## config.mk

```make
export PLATFORM = sky130hd
export DESIGN_NAME = stun_response_parser_unit
export DESIGN_NICKNAME = d
export VERILOG_FILES = /design/src/hdl/srp_pkg.sv /design/src/hdl/srp_walker.sv /design/src/hdl/stun_response_parser_unit.sv
export SDC_FILE = /design/constraint.sdc
export NUM_CORES = 2
export LEC_CHECK = 0
export BUFFER_PORTS_ARGS = -buffer_cell sky130_fd_sc_hd__buf_2
export CAP_MARGIN = 10
export CELL_PAD_IN_SITES_DETAIL_PLACEMENT = 0
export CELL_PAD_IN_SITES_GLOBAL_PLACEMENT = 1
export CORE_MARGIN = 1
export CORE_UTILIZATION = 45
export CTS_CLUSTER_DIAMETER = 30
export DETAILED_ROUTE_END_ITERATION = 8
export GPL_TIMING_DRIVEN = 0
export PLACE_DENSITY_LB_ADDON = 0.1
export SLEW_MARGIN = 10
export SYNTH_ARGS = -nofsm -noshare
export SYNTH_HDL_FRONTEND = slang
export SYNTH_SLANG_ARGS = --single-unit
```

## constraint.sdc

```tcl
create_clock -name clk -period 17.4 [get_ports clk]
set_input_delay 0.87 -clock clk [delete_from_list [all_inputs] [get_ports clk]]
set_output_delay 0.87 -clock clk [all_outputs]
set_load 0.02 [all_outputs]
```

## src/hdl/srp_pkg.sv

```systemverilog
// srp_pkg: shared constants and types for the stun response parser
// used by srp_walker and stun_response_parser_unit; no dependencies
package srp_pkg;

  localparam logic [2:0] StatusOk        = 3'd0;
  localparam logic [2:0] StatusNotStun   = 3'd1;
  localparam logic [2:0] StatusNotOk     = 3'd2;
  localparam logic [2:0] StatusMalformed = 3'd3;
  localparam logic [2:0] StatusNoAddr    = 3'd4;

  localparam logic [31:0] MagicCookie    = 32'h2112_a442;
  localparam logic [15:0] PortXorMask    = 16'h2112;
  localparam logic [15:0] TypeSuccess    = 16'h0101;
  localparam logic [15:0] TypeMapped     = 16'h0001;
  localparam logic [15:0] TypeXorMapped  = 16'h0020;
  localparam logic [15:0] TypeXorMapped2 = 16'h8020;
  localparam logic [7:0]  FamilyV4       = 8'h01;
  localparam logic [7:0]  FamilyV6       = 8'h02;
  localparam logic [16:0] IndexMax       = 17'h1_ffff;

  // one decoded address attribute
  typedef struct packed {
    logic         found;
    logic [127:0] addr;
    logic [15:0]  port;
    logic         v6;
  } srp_addr_t;

  // per-byte control from the top level to the walker
  typedef struct packed {
    logic        step;
    logic        clear;
    logic        walk;
    logic [15:0] pos;
  } srp_walk_ctl_t;

endpackage

```

## src/hdl/srp_walker.sv

```systemverilog
// srp_walker: attribute tlv walker and address decoder, one byte a cycle while ctl.step is high
// depends on srp_pkg
module srp_walker (
  input  logic                   clk,
  input  logic                   rst,
  input  srp_pkg::srp_walk_ctl_t ctl,
  input  logic [7:0]             data_byte,
  input  logic [15:0]            attrs_length,
  input  logic [95:0]            txid,
  output logic                   walk_error,
  output srp_pkg::srp_addr_t     xor_rec,
  output srp_pkg::srp_addr_t     map_rec,
  output logic                   walk_error_next,
  output srp_pkg::srp_addr_t     xor_next,
  output srp_pkg::srp_addr_t     map_next
);

  logic [16:0]  attr_offset, attr_offset_next;
  logic [15:0]  attr_type, attr_type_next;
  logic [15:0]  attr_length, attr_length_next;
  logic [7:0]   attr_family, attr_family_next;
  logic [15:0]  attr_port, attr_port_next;
  logic [127:0] scratch, scratch_next;

  logic [16:0]  left;
  logic [16:0]  pad;
  logic [16:0]  k;
  logic [3:0]   sidx;
  logic         finish;
  logic [15:0]  f_len;
  logic [15:0]  f_port;
  logic [127:0] f_scr;
  logic         f_xor, f_map, f_v4, f_v6, f_ok;
  logic [127:0] f_mask, f_val, f_addr;

  assign left = {1'b0, attrs_length} - {1'b0, ctl.pos};
  assign k    = attr_offset - 17'd4;
  // scratch byte slot, wraps within the sixteen address bytes
  assign sidx = k[3:0] - 4'd4;

  // walk state update
  always_comb begin
    attr_offset_next = attr_offset;
    attr_type_next   = attr_type;
    attr_length_next = attr_length;
    attr_family_next = attr_family;
    attr_port_next   = attr_port;
    scratch_next     = scratch;
    walk_error_next  = walk_error;
    finish           = 1'b0;
    pad              = ({1'b0, attr_length} + 17'd3) & ~17'd3;
    f_len            = attr_length;
    f_port           = attr_port;
    f_scr            = scratch;
    if (ctl.walk) begin
      attr_offset_next = attr_offset + 17'd1;
      priority if (attr_offset == 17'd0) begin
        if (left < 17'd4) begin
          walk_error_next  = 1'b1;
          attr_offset_next = attr_offset;
        end else begin
          scratch_next     = '0;
          attr_family_next = '0;
          attr_port_next   = '0;
          attr_length_next = '0;
          attr_type_next   = {data_byte, 8'h00};
        end
      end else if (attr_offset == 17'd1) begin
        attr_type_next = {attr_type[15:8], data_byte};
      end else if (attr_offset == 17'd2) begin
        attr_length_next = {data_byte, 8'h00};
      end else if (attr_offset == 17'd3) begin
        attr_length_next = {attr_length[15:8], data_byte};
        f_len            = {attr_length[15:8], data_byte};
        pad              = ({1'b0, f_len} + 17'd3) & ~17'd3;
        if (pad > left - 17'd1) begin
          walk_error_next  = 1'b1;
          attr_offset_next = attr_offset;
        end else if (pad == 17'd0) begin
          finish           = 1'b1;
          attr_offset_next = '0;
        end
      end else begin
        if (k == 17'd1) attr_family_next = data_byte;
        else if (k == 17'd2) attr_port_next = {data_byte, attr_port[7:0]};
        else if (k == 17'd3) begin
          attr_port_next = {attr_port[15:8], data_byte};
          f_port         = {attr_port[15:8], data_byte};
        end else if (k >= 17'd4 && k < 17'd20) begin
          scratch_next[127 - 8*sidx -: 8] = data_byte;
        end
        f_scr = scratch_next;
        if (k + 17'd1 == pad) begin
          finish           = 1'b1;
          attr_offset_next = '0;
        end
      end
    end
  end

  // address decode at the end of an attribute
  always_comb begin
    f_xor  = attr_type == srp_pkg::TypeXorMapped || attr_type == srp_pkg::TypeXorMapped2;
    f_map  = attr_type == srp_pkg::TypeMapped;
    f_v4   = attr_family_next == srp_pkg::FamilyV4;
    f_v6   = attr_family_next == srp_pkg::FamilyV6;
    f_ok   = finish && (f_xor || f_map) && f_len >= 16'd4 &&
             ((f_v4 && f_len >= 16'd8) || (f_v6 && f_len >= 16'd20));
    f_mask = f_xor ? {srp_pkg::MagicCookie, txid} : '0;
    f_val  = f_scr ^ f_mask;
    f_addr = f_v6 ? f_val : {80'h0, 16'hffff, f_val[127:96]};
    xor_next = xor_rec;
    map_next = map_rec;
    if (f_ok && f_xor) begin
      xor_next = '{found: 1'b1, addr: f_addr, port: f_port ^ srp_pkg::PortXorMask, v6: f_v6};
    end
    if (f_ok && f_map) begin
      map_next = '{found: 1'b1, addr: f_addr, port: f_port, v6: f_v6};
    end
  end

  // walk registers, cleared after each message
  always_ff @(posedge clk) begin
    if (rst || (ctl.step && ctl.clear)) begin
      attr_offset <= '0;
      attr_type   <= '0;
      attr_length <= '0;
      attr_family <= '0;
      attr_port   <= '0;
      scratch     <= '0;
      walk_error  <= 1'b0;
      xor_rec     <= '0;
      map_rec     <= '0;
    end else if (ctl.step) begin
      attr_offset <= attr_offset_next;
      attr_type   <= attr_type_next;
      attr_length <= attr_length_next;
      attr_family <= attr_family_next;
      attr_port   <= attr_port_next;
      scratch     <= scratch_next;
      walk_error  <= walk_error_next;
      xor_rec     <= xor_next;
      map_rec     <= map_next;
    end
  end

  a_offset_bound: assert property (@(posedge clk) disable iff (rst)
    attr_offset <= 17'd20 || attr_offset <= {1'b0, attr_length} + 17'd6)
    else $error("attribute offset past padded length");
  a_err_hold: assert property (@(posedge clk) disable iff (rst)
    (walk_error && ctl.step && !ctl.clear) |=> walk_error)
    else $error("walk error dropped mid message");
  a_clear: assert property (@(posedge clk) disable iff (rst)
    (ctl.step && ctl.clear) |=> (!xor_rec.found && !map_rec.found && !walk_error))
    else $error("walker not cleared after message");

endmodule

```

## src/hdl/stun_response_parser_unit.sv

```systemverilog
// stun_response_parser_unit: top level of the stun binding response parser
// depends on srp_pkg and srp_walker

// Takes one message byte a cycle when in_valid and in_ready are high; the
// byte carrying last_byte produces one result word, held in an output
// register until taken, and resets the parser for the next message. Each
// byte is handled combinationally by the header checks and the tlv walker
// between the parser state and the result register, so bytes stream back
// to back; input stalls only while a finished result is not yet taken and
// another last byte arrives.
module stun_response_parser_unit (
  input  logic        clk,
  input  logic        rst,
  input  logic        in_valid,
  output logic        in_ready,
  input  logic [7:0]  data_byte,
  input  logic        last_byte,
  output logic        out_valid,
  input  logic        out_ready,
  output logic [2:0]  status,
  output logic [31:0] txid_hi,
  output logic [63:0] txid_lo,
  output logic [63:0] addr_hi,
  output logic [63:0] addr_lo,
  output logic [15:0] mapped_port,
  output logic        is_ipv6
);

  logic [16:0] byte_index;
  logic [15:0] msg_type;
  logic [15:0] attrs_length;
  logic        header_bad;
  logic [95:0] txid;
  logic        accept;
  logic [17:0] total;
  logic [2:0]  status_next;
  logic [7:0]  cookie_byte;
  logic        walk_error;
  logic        bad_now;
  logic [15:0] type_now;
  logic [95:0] txid_now;
  logic        walk_err_now;
  srp_pkg::srp_walk_ctl_t ctl;
  srp_pkg::srp_addr_t     xor_rec, map_rec;
  srp_pkg::srp_addr_t     xor_now, map_now, sel_now;

  // a new byte may enter unless a result is stuck and this byte makes another
  assign in_ready = !out_valid || out_ready || !last_byte;
  assign accept   = in_valid && in_ready;
  assign total    = {1'b0, byte_index} + 18'd1;

  assign ctl.step  = accept;
  assign ctl.clear = last_byte;
  assign ctl.pos   = byte_index[15:0] - 16'd20;
  assign ctl.walk  = byte_index >= 17'd20 && !walk_error &&
                     (byte_index - 17'd20) < {1'b0, attrs_length};

  srp_walker u_walk (
    .clk             (clk),
    .rst             (rst),
    .ctl             (ctl),
    .data_byte       (data_byte),
    .attrs_length    (attrs_length),
    .txid            (txid),
    .walk_error      (walk_error),
    .xor_rec         (xor_rec),
    .map_rec         (map_rec),
    .walk_error_next (walk_err_now),
    .xor_next        (xor_now),
    .map_next        (map_now)
  );

  always_comb begin
    unique case (byte_index[1:0])
      2'd0:    cookie_byte = srp_pkg::MagicCookie[31:24];
      2'd1:    cookie_byte = srp_pkg::MagicCookie[23:16];
      2'd2:    cookie_byte = srp_pkg::MagicCookie[15:8];
      default: cookie_byte = srp_pkg::MagicCookie[7:0];
    endcase
  end

  // header capture
  always_ff @(posedge clk) begin
    if (rst || (accept && last_byte)) begin
      byte_index   <= '0;
      msg_type     <= '0;
      attrs_length <= '0;
      header_bad   <= 1'b0;
      txid         <= '0;
    end else if (accept) begin
      if (byte_index != srp_pkg::IndexMax) byte_index <= byte_index + 17'd1;
      if (byte_index == 17'd0) begin
        msg_type[15:8] <= data_byte;
        if (data_byte[7:6] != 2'b00) header_bad <= 1'b1;
      end
      if (byte_index == 17'd1) msg_type[7:0] <= data_byte;
      if (byte_index == 17'd2) attrs_length[15:8] <= data_byte;
      if (byte_index == 17'd3) attrs_length[7:0] <= data_byte;
      if (byte_index >= 17'd4 && byte_index < 17'd8 && data_byte != cookie_byte)
        header_bad <= 1'b1;
      if (byte_index >= 17'd8 && byte_index < 17'd20)
        txid[95 - 8*(byte_index[4:0] - 5'd8) -: 8] <= data_byte;
    end
  end

  // the last byte may itself finish an attribute; the walker's next state counts
  assign sel_now = xor_now.found ? xor_now : map_now;

  // final status for the last byte (header bytes of this byte matter too)
  always_comb begin
    bad_now  = header_bad ||
               (byte_index == 17'd0 && data_byte[7:6] != 2'b00) ||
               (byte_index >= 17'd4 && byte_index < 17'd8 && data_byte != cookie_byte);
    type_now = (byte_index == 17'd1) ? {msg_type[15:8], data_byte} : msg_type;
    txid_now = txid;
    if (byte_index == 17'd19) txid_now[7:0] = data_byte;
    priority if (total < 18'd20 || bad_now) status_next = srp_pkg::StatusNotStun;
    else if (type_now != srp_pkg::TypeSuccess) status_next = srp_pkg::StatusNotOk;
    else if ({2'b00, attrs_length} > total - 18'd20 || walk_err_now)
      status_next = srp_pkg::StatusMalformed;
    else if (xor_now.found || map_now.found) status_next = srp_pkg::StatusOk;
    else status_next = srp_pkg::StatusNoAddr;
  end

  // result register
  always_ff @(posedge clk) begin
    if (rst) begin
      out_valid <= 1'b0;
    end else if (accept && last_byte) begin
      out_valid <= 1'b1;
    end else if (out_ready) begin
      out_valid <= 1'b0;
    end
    if (accept && last_byte) begin
      status      <= status_next;
      txid_hi     <= (status_next == srp_pkg::StatusNotStun) ? '0 : txid_now[95:64];
      txid_lo     <= (status_next == srp_pkg::StatusNotStun) ? '0 : txid_now[63:0];
      addr_hi     <= (status_next == srp_pkg::StatusOk) ? sel_now.addr[127:64] : '0;
      addr_lo     <= (status_next == srp_pkg::StatusOk) ? sel_now.addr[63:0] : '0;
      mapped_port <= (status_next == srp_pkg::StatusOk) ? sel_now.port : '0;
      is_ipv6     <= (status_next == srp_pkg::StatusOk) && sel_now.v6;
    end
  end

  a_no_drop: assert property (@(posedge clk) disable iff (rst)
    (out_valid && !out_ready && in_valid && last_byte) |-> !in_ready)
    else $error("result would be overwritten");
  a_restart: assert property (@(posedge clk) disable iff (rst)
    (accept && last_byte) |=> (byte_index == 17'd0 && out_valid))
    else $error("parser not restarted after last byte");
  a_prefer_xor: assert property (@(posedge clk) disable iff (rst)
    (xor_now.found) |-> (sel_now.port == xor_now.port))
    else $error("xor address not preferred");

endmodule
```

# ---- Word level (Yosys, flattened, before mapping)
# Cells that the tools add are included.
dict set report op_classes {
  n_lt_le_gt_ge 15
  n_mux 86
  bitwise 3
  addsub 18
  n_eq_ne 29
  shifts 4
  n_reduce_logical 55
}
# op count
set ops {}
lappend ops {{2-to-1 mux 128 bit} 12}
lappend ops {{2-to-1 mux 146 bit} 2}
lappend ops {{2-to-1 mux 16 bit} 12}
lappend ops {{2-to-1 mux 8 bit} 23}
lappend ops {{2-to-1 mux 145 bit} 1}
lappend ops {{2-to-1 mux 17 bit} 8}
lappend ops {{variable shift 8 x 34 -> 135 bit, first input constant} 1}
lappend ops {{indexed part select 8 x 34 -> 135 bit} 1}
lappend ops {{bitwise mux 128 bit} 1}
lappend ops {{bitwise XOR 128 bit} 1}
lappend ops {{2-to-1 mux 126 bit} 1}
lappend ops {{variable shift 8 x 34 -> 103 bit, first input constant} 1}
lappend ops {{indexed part select 8 x 34 -> 103 bit} 1}
lappend ops {{== test 17 x 2 -> 1 bit, second input constant} 6}
lappend ops {{bitwise mux 96 bit} 1}
lappend ops {{negation 32 -> 34 bit} 2}
lappend ops {{adder 17 x 1 -> 17 bit, second input constant} 3}
lappend ops {{== test 17 x 1 -> 1 bit, second input constant} 3}
lappend ops {{logical NOT 17 bit} 3}
lappend ops {{adder 16 x 2 -> 17 bit, second input constant} 2}
lappend ops {{>= comparator 17 x 3 -> 1 bit, second input constant} 2}
lappend ops {{< comparator 17 x 5 -> 1 bit, second input constant} 2}
lappend ops {{one-hot mux 8 bit (3 select lines)} 1}
lappend ops {{2-to-1 mux 1 bit} 20}
lappend ops {{52 further kinds} 100}
dict set report totals {
  in_bits 13
  output_inout_bits 246
  regBits 885
}

# ---- Logic depth before layout (Yosys ltp)
dict set report logic_depth {
  word_depth 25
  ltp_mapped 32
  depth_no_buf 28
}

# ---- Hierarchy
# From an unflattened synthesis, not the netlist that was laid out.
dict set report hier_totals {
  hier_cells 5147
  hier_area_um2 49417.4
}
# mod n_inst cells_each area_per_inst_um2
set modules_own_cells {}
lappend modules_own_cells {srp_walker 1 3354 30166.4}
lappend modules_own_cells {stun_response_parser_unit 1 1793 19251.0}

# ---- Least setup slack after synthesis
# OpenSTA, ideal clock, no wires.
dict set report synth_path {
  path_type {input-to-reg}
  start {in out_ready}
  end {reg, netlist name u_walk.xor_rec[20]}
  stages 7
  setup_time_ns 0.139
  t_arrival_ns 13.660
  t_required_ns 17.261
  setup_slack_ns 3.601
  path_buffers 3
  path_cell_list {nand2b_1 nor2b_1 or2_2 clkbuf_1 clkbuf_1 clkbuf_1 a211oi_1}
}
dict set report synth_via {
  elab_chain_cells 5
}
# item line_no
set synth_rtl {}
lappend synth_rtl {{start: declaration} stun_response_parser_unit.sv:19} ;# input logic out_ready,
lappend synth_rtl {{logical OR 1 bit * (2 in a row)} stun_response_parser_unit.sv:48} ;# assign in_ready = !out_valid || out_ready || !last_byte;
lappend synth_rtl {{logical AND 1 bit *} stun_response_parser_unit.sv:49} ;# assign accept = in_valid && in_ready;
lappend synth_rtl {{logical AND 1 bit} srp_walker.sv:124} ;# if (rst || (ctl.step && ctl.clear)) begin
lappend synth_rtl {{logical OR 1 bit} srp_walker.sv:124}
# Mark *: on every way between the ends. The rest lies on a longest branch, timed or not.
# A chain may end at the register's enable or synchronous reset.

# ---- Worst setup path in the final report
dict set report layout_path {
  start {reg byte_index[2]}
  end {reg addr_lo[63], data pin}
}
dict set report layout_via {
  elab_chain_cells 21
  word_cells_on_any_way 69
}
# item line_no
set layout_rtl {}
lappend layout_rtl {{start: declaration} stun_response_parser_unit.sv:29} ;# logic [16:0] byte_index;
lappend layout_rtl {{start signal: assignment} stun_response_parser_unit.sv:91} ;# if (byte_index != srp_pkg::IndexMax) byte_index <= byte_index + 17'd1;
lappend layout_rtl {{subtractor 16 x 5 -> 16 bit} stun_response_parser_unit.sv:54} ;# assign ctl.pos = byte_index[15:0] - 16'd20;
lappend layout_rtl {{subtractor 16 x 16 -> 17 bit} srp_walker.sv:36} ;# assign left = {1'b0, attrs_length} - {1'b0, ctl.pos};
lappend layout_rtl {{subtractor 17 x 1 -> 17 bit} srp_walker.sv:76} ;# if (pad > left - 17'd1) begin
lappend layout_rtl {{greater-than comparator 17 bit} srp_walker.sv:76}
lappend layout_rtl {{2-to-1 mux 1 bit} srp_walker.sv:76}
lappend layout_rtl {{2-to-1 mux 1 bit} srp_walker.sv:72} ;# end else if (attr_offset == 17'd3) begin
lappend layout_rtl {{2-to-1 mux 1 bit} srp_walker.sv:70} ;# end else if (attr_offset == 17'd2) begin
lappend layout_rtl {{2-to-1 mux 1 bit} srp_walker.sv:68} ;# end else if (attr_offset == 17'd1) begin
lappend layout_rtl {{(+5 left out)} n/a}
lappend layout_rtl {{logical AND 1 bit, on equally long branches} {srp_walker.sv:114, srp_walker.sv:117}}
lappend layout_rtl {{2-to-1 mux 146 bit, on equally long branches} {srp_walker.sv:114, srp_walker.sv:117}}
lappend layout_rtl {{logical OR 1 bit} stun_response_parser_unit.sv:121} ;# else if (xor_now.found || map_now.found) status_next = srp_pkg::StatusOk;
lappend layout_rtl {{2-to-1 mux 3 bit} stun_response_parser_unit.sv:121}
lappend layout_rtl {{2-to-1 mux 3 bit} stun_response_parser_unit.sv:119} ;# else if ({2'b00, attrs_length} > total - 18'd20 || walk_err_now)
lappend layout_rtl {{2-to-1 mux 3 bit} stun_response_parser_unit.sv:118} ;# else if (type_now != srp_pkg::TypeSuccess) status_next = srp_pkg::StatusNotOk;
lappend layout_rtl {{2-to-1 mux 3 bit} stun_response_parser_unit.sv:117} ;# priority if (total < 18'd20 || bad_now) status_next = srp_pkg::StatusNotStun;
lappend layout_rtl {{logical NOT 3 bit} stun_response_parser_unit.sv:139} ;# addr_lo <= (status_next == srp_pkg::StatusOk) ? sel_now.addr[63:0] : '0;
lappend layout_rtl {{end signal: assignment} stun_response_parser_unit.sv:139}
lappend layout_rtl {{end: declaration} stun_response_parser_unit.sv:24} ;# output logic [63:0] addr_lo,
# Several ways; a longest one is shown, not always the timed one.

==> results by group <==
Worst setup path
  • Reg-to-reg critical path startpoint: byte_index[2]
  • Crit path max-delay family: compound AO/OA/AOI/OAI gates
  • CP Data Arrival Time: 9770 ps
  • Reg2Reg Setup Slack: 8110 ps
  • R2r worst-path depth: 29
  • Slowest CP cell: ha_1
  • Crit path launch type: flip-flop
  • Most used cell, CP: ha_1
  • Crit-path max cell delay: 600 ps
  • RR Endpoint: addr_lo[63]
  • CP required: 17880 ps
  • Crit Path Class: flip-flop to flip-flop
  • CP Max Fanout: 10
  • Setup crit end kind: flip-flop
  • Worst Path Buf+Inv: 7

Floorplanning
  • Full die area: 98700 um^2
  • Core region area: 96600 um^2
  • Initial core utilization: 0.454
  • Die Y: 314 um
  • # IOs: 259
  • Die Width: 314 um
  • Row cnt: 114

Hold path
  • Hold depth: 2
  • Hold_sp: rst
  • Hold Path Sink: out_valid
  • HP Class: input pin to flip-flop

Timing
  • Fmax: 0.108 GHz
  • Setup tns final: 0 ps
  • Max-slew violations: 0
  • Least-Margin Pin Slew: 1340 ps
  • Worst Slack Setup Final: 8110 ps
  • Final hold viol count: 0
  • # setup viols final: 0
  • Tightest hold margin: 346 ps
  • Slew headroom: 0.0967
  • Worst Clk Skew: 44.4 ps
  • Final Critical Period: 9290 ps
  • Unrepaired setup endpoints after global routing: false
  • Tcrit/Tclk final: 0.534

Cells and area
  • Layout cell share with drive strength beyond 1: 0.138
  • Filler instances: 8960
  • Synth-to-Final Area Change: 23.1%
  • Post-Route Utilization: 0.559
  • Post-layout net count: 5624

Clocking
  • Clock network latency to the later pin of the worst-skew pair: 780 ps
  • Clock Path Buffers: 3
  • CTS Sinks: 885
  • H-tree depth: 4
  • Postcts setup bufs: 0
  • TritonCTS clock tree: yes
  • Cts bufs inserted: 193
  • Reg clk slew, reported paths: 50 ps
  • CTS resizes: 0
  • Cts hold-fix bufs: 0
  • Root Driver: clkbuf_16

Place
  • Detail Placement HPWL: 125000 um
  • Pre-CTS setup slack: 8130 ps
  • Final Wtd Congestion: 0.955
  • Port buffer count: 258

Power and ir drop
  • Worst vdd rail ir drop: 0.0812 mV
  • Leakage: 0.0188 uW
  • Final Power: 6220 uW
  • PwrDens: 115 nW/um^2

Global route
  • Antenna violations before repair: 4
  • First-pass GRT wire length: 244000 um
  • Largest net degree at the start of global routing: 36
  • Total congestion overflow: 0
  • Total track usage: 0.330
  • Vias in the first global route: 37540

Drt
  • Antenna Nets Post-Route: 0
  • Drt first pass iters: 6
  • Vias per Instance: 5.79
  • Drt wl/cell: 24.0 um
  • WL final: 167000 um
  • Remaining DRCs: 0
  • Via count: 40309
  • Detailed Route Iter0 Violations: 4029

Run status
  • Outcome: finished clean

Synthesis
  • Synthesized instance count: 5045
  • Top cells by area, synth: dfxtp_1 (29%), edfxtp_1 (17%), nand2_1 (6.3%), nor2_1 (6.0%), a21oi_1 (4.3%)
  • Syn nets: 5156
  • Synth Area per Inst: 8.70 um^2
  • Register area share after synthesis: 0.460
  • Top-area cell type share of the netlist area: 0.293
  • Cell variety after synth: 86
  • Cell taking the most area after synthesis: dfxtp_1
  • FF+latch count, synth: 885
  • Leading register cell type out of synthesis: dfxtp_1
  • Async set or reset register ratio after synthesis: 0
  • Number of synthesized flops with an enable pin: 244
  • Mapped Area: 43900 um^2
  • YS warnings: 0

Job
  • Max-cap viol count: 0
==> layout by cell type (no fill, tap or decap), types with 34 or more instances in the layout <==
| master | synthesis | routed |
|---|---|---|
| ha_1 | 96 | 96 |
| buf_1 | 36 | 36 |
| mux2i_1 | 183 | 183 |
| nand4_1 | 57 | 57 |
| dfxtp_1 | 641 | 641 |
| nor2_1 | 703 | 703 |
| o22ai_1 | 127 | 127 |
| clkinv_2 | 0 | 37 |
| a211oi_1 | 143 | 143 |
| xnor2_1 | 174 | 174 |
| a22oi_1 | 144 | 144 |
| nor3_1 | 155 | 147 |
| edfxtp_1 | 244 | 244 |
| and2_1 | 128 | 128 |
| xor2_1 | 90 | 90 |
| o21ai_0 | 70 | 70 |
| clkbuf_1 | 260 | 278 |
| buf_2 | 67 | 325 |
| nand2_1 | 737 | 737 |
| clkbuf_16 | 0 | 198 |
| bufinv_16 | 0 | 34 |
| nand3_1 | 124 | 124 |
| a21oi_1 | 380 | 380 |
| inv_1 | 72 | 72 |
==> synthesized netlist by cell type, types with 90 or more instances <==
master    instances
dfxtp_1         641
xnor2_1         174
nand2_1         737
clkbuf_1        260
o22ai_1         127
and2_1          128
edfxtp_1        244
xor2_1           90
a22oi_1         144
a211oi_1        143
nand3_1         124
a21oi_1         380
ha_1             96
nor2_1          703
nor3_1          155
mux2i_1         183
==> cells by family after synthesis <==
family / after synthesis / share of synthesized area
flip-flops: 885 / 0.460
AND/OR/NAND/NOR: 2109 / 0.216
XOR/XNOR: 268 / 0.0548
multiplexers: 187 / 0.0428
AO/OA/AOI/OAI: 1050 / 0.157
buffers and inverters: 448 / 0.0414
adder cells (fa/ha/maj): 98 / 0.0283
==> metrics by stage <==
stage,std cells,cell area [um^2]
2_1_floorplan,5045,43900
3_3_place_gp,6579,46800
3_5_place_dp,6592,47000
4_1_cts,6957,54000
5_1_grt,6959,54000
6_report,6961,54000
==> worst register-to-register path: cells and delay by family (launching register included) <==
family / cells / cell delay (ps)
buf+inv: 7 / 2100
flops: 1 / 470
xor+xnor: 2 / 590
compound gates: 11 / 2930
fa+ha+maj: 3 / 1170
simple gates: 6 / 1740
==> worst max-delay path by stage <==
stage | cells after the start | to | start
after CTS | 29 | addr_hi[19] | byte_index[2]
after floorplan | 7 | u_walk.xor_rec[20] | out_ready
final | 29 | addr_lo[63] | byte_index[2]
after global routing | 29 | addr_hi[1] | byte_index[2]
after global placement | 7 | u_walk.attr_offset[10] | in_valid
after detailed placement | 29 | addr_hi[19] | byte_index[2]
==> area by class of cell <==
class / count / area [um^2] / share of cell area
multi-input cells: 3712 / 22000 / 0.407
flip-flops and latches: 885 / 20200 / 0.373
clock buffers: 232 / 5230 / 0.0969
clock inverters: 133 / 1700 / 0.0315
well taps: 1276 / 1600 / 0.0296
plain buffers: 371 / 1530 / 0.0283
repair buffers: 273 / 1510 / 0.0280
inverters: 77 / 289 / 0.00535
diodes: 2 / 5.00 / 0.0000927
==> registers in the layout (all words and copies together) (netlist names) <==
| register | flops |
|---|---|
| u_walk.xor_rec | 146 |
| u_walk.attr_type | 16 |
| u_walk.attr_port | 16 |
| is_ipv6 | 1 |
| txid_lo | 64 |
| txid | 96 |
| u_walk.map_rec | 146 |
| u_walk.attr_offset | 17 |
| txid_hi | 32 |
| msg_type | 16 |
| u_walk.attr_family | 8 |
| mapped_port | 16 |
| status | 3 |
| u_walk.walk_error | 1 |
| header_bad | 1 |
| u_walk.attr_length | 16 |
| u_walk.scratch | 128 |
| byte_index | 17 |
| addr_lo | 64 |
| addr_hi | 64 |
| attrs_length | 16 |
| out_valid | 1 |
==> per-layer routing <==
layer / vias to the layer above / share of wire / global-route usage
met1: 19533 / 0.42 / 0.443
met3: 328 / 0.082 / 0.0659
met4: 2 / 0.037 / 0.127
met2: 1696 / 0.46 / 0.522
li1: 18750 / - / -
met5: - / 0.000078 / 0
==> report_power, final <==
| group | internal, uW | switching [uW] |
|---|---|---|
| Combinational | 46.6 | 158 |
| Clock | 2640 | 1220 |
| Sequential | 2140 | 8.14 |
Power figures use the tool's default switching activity.
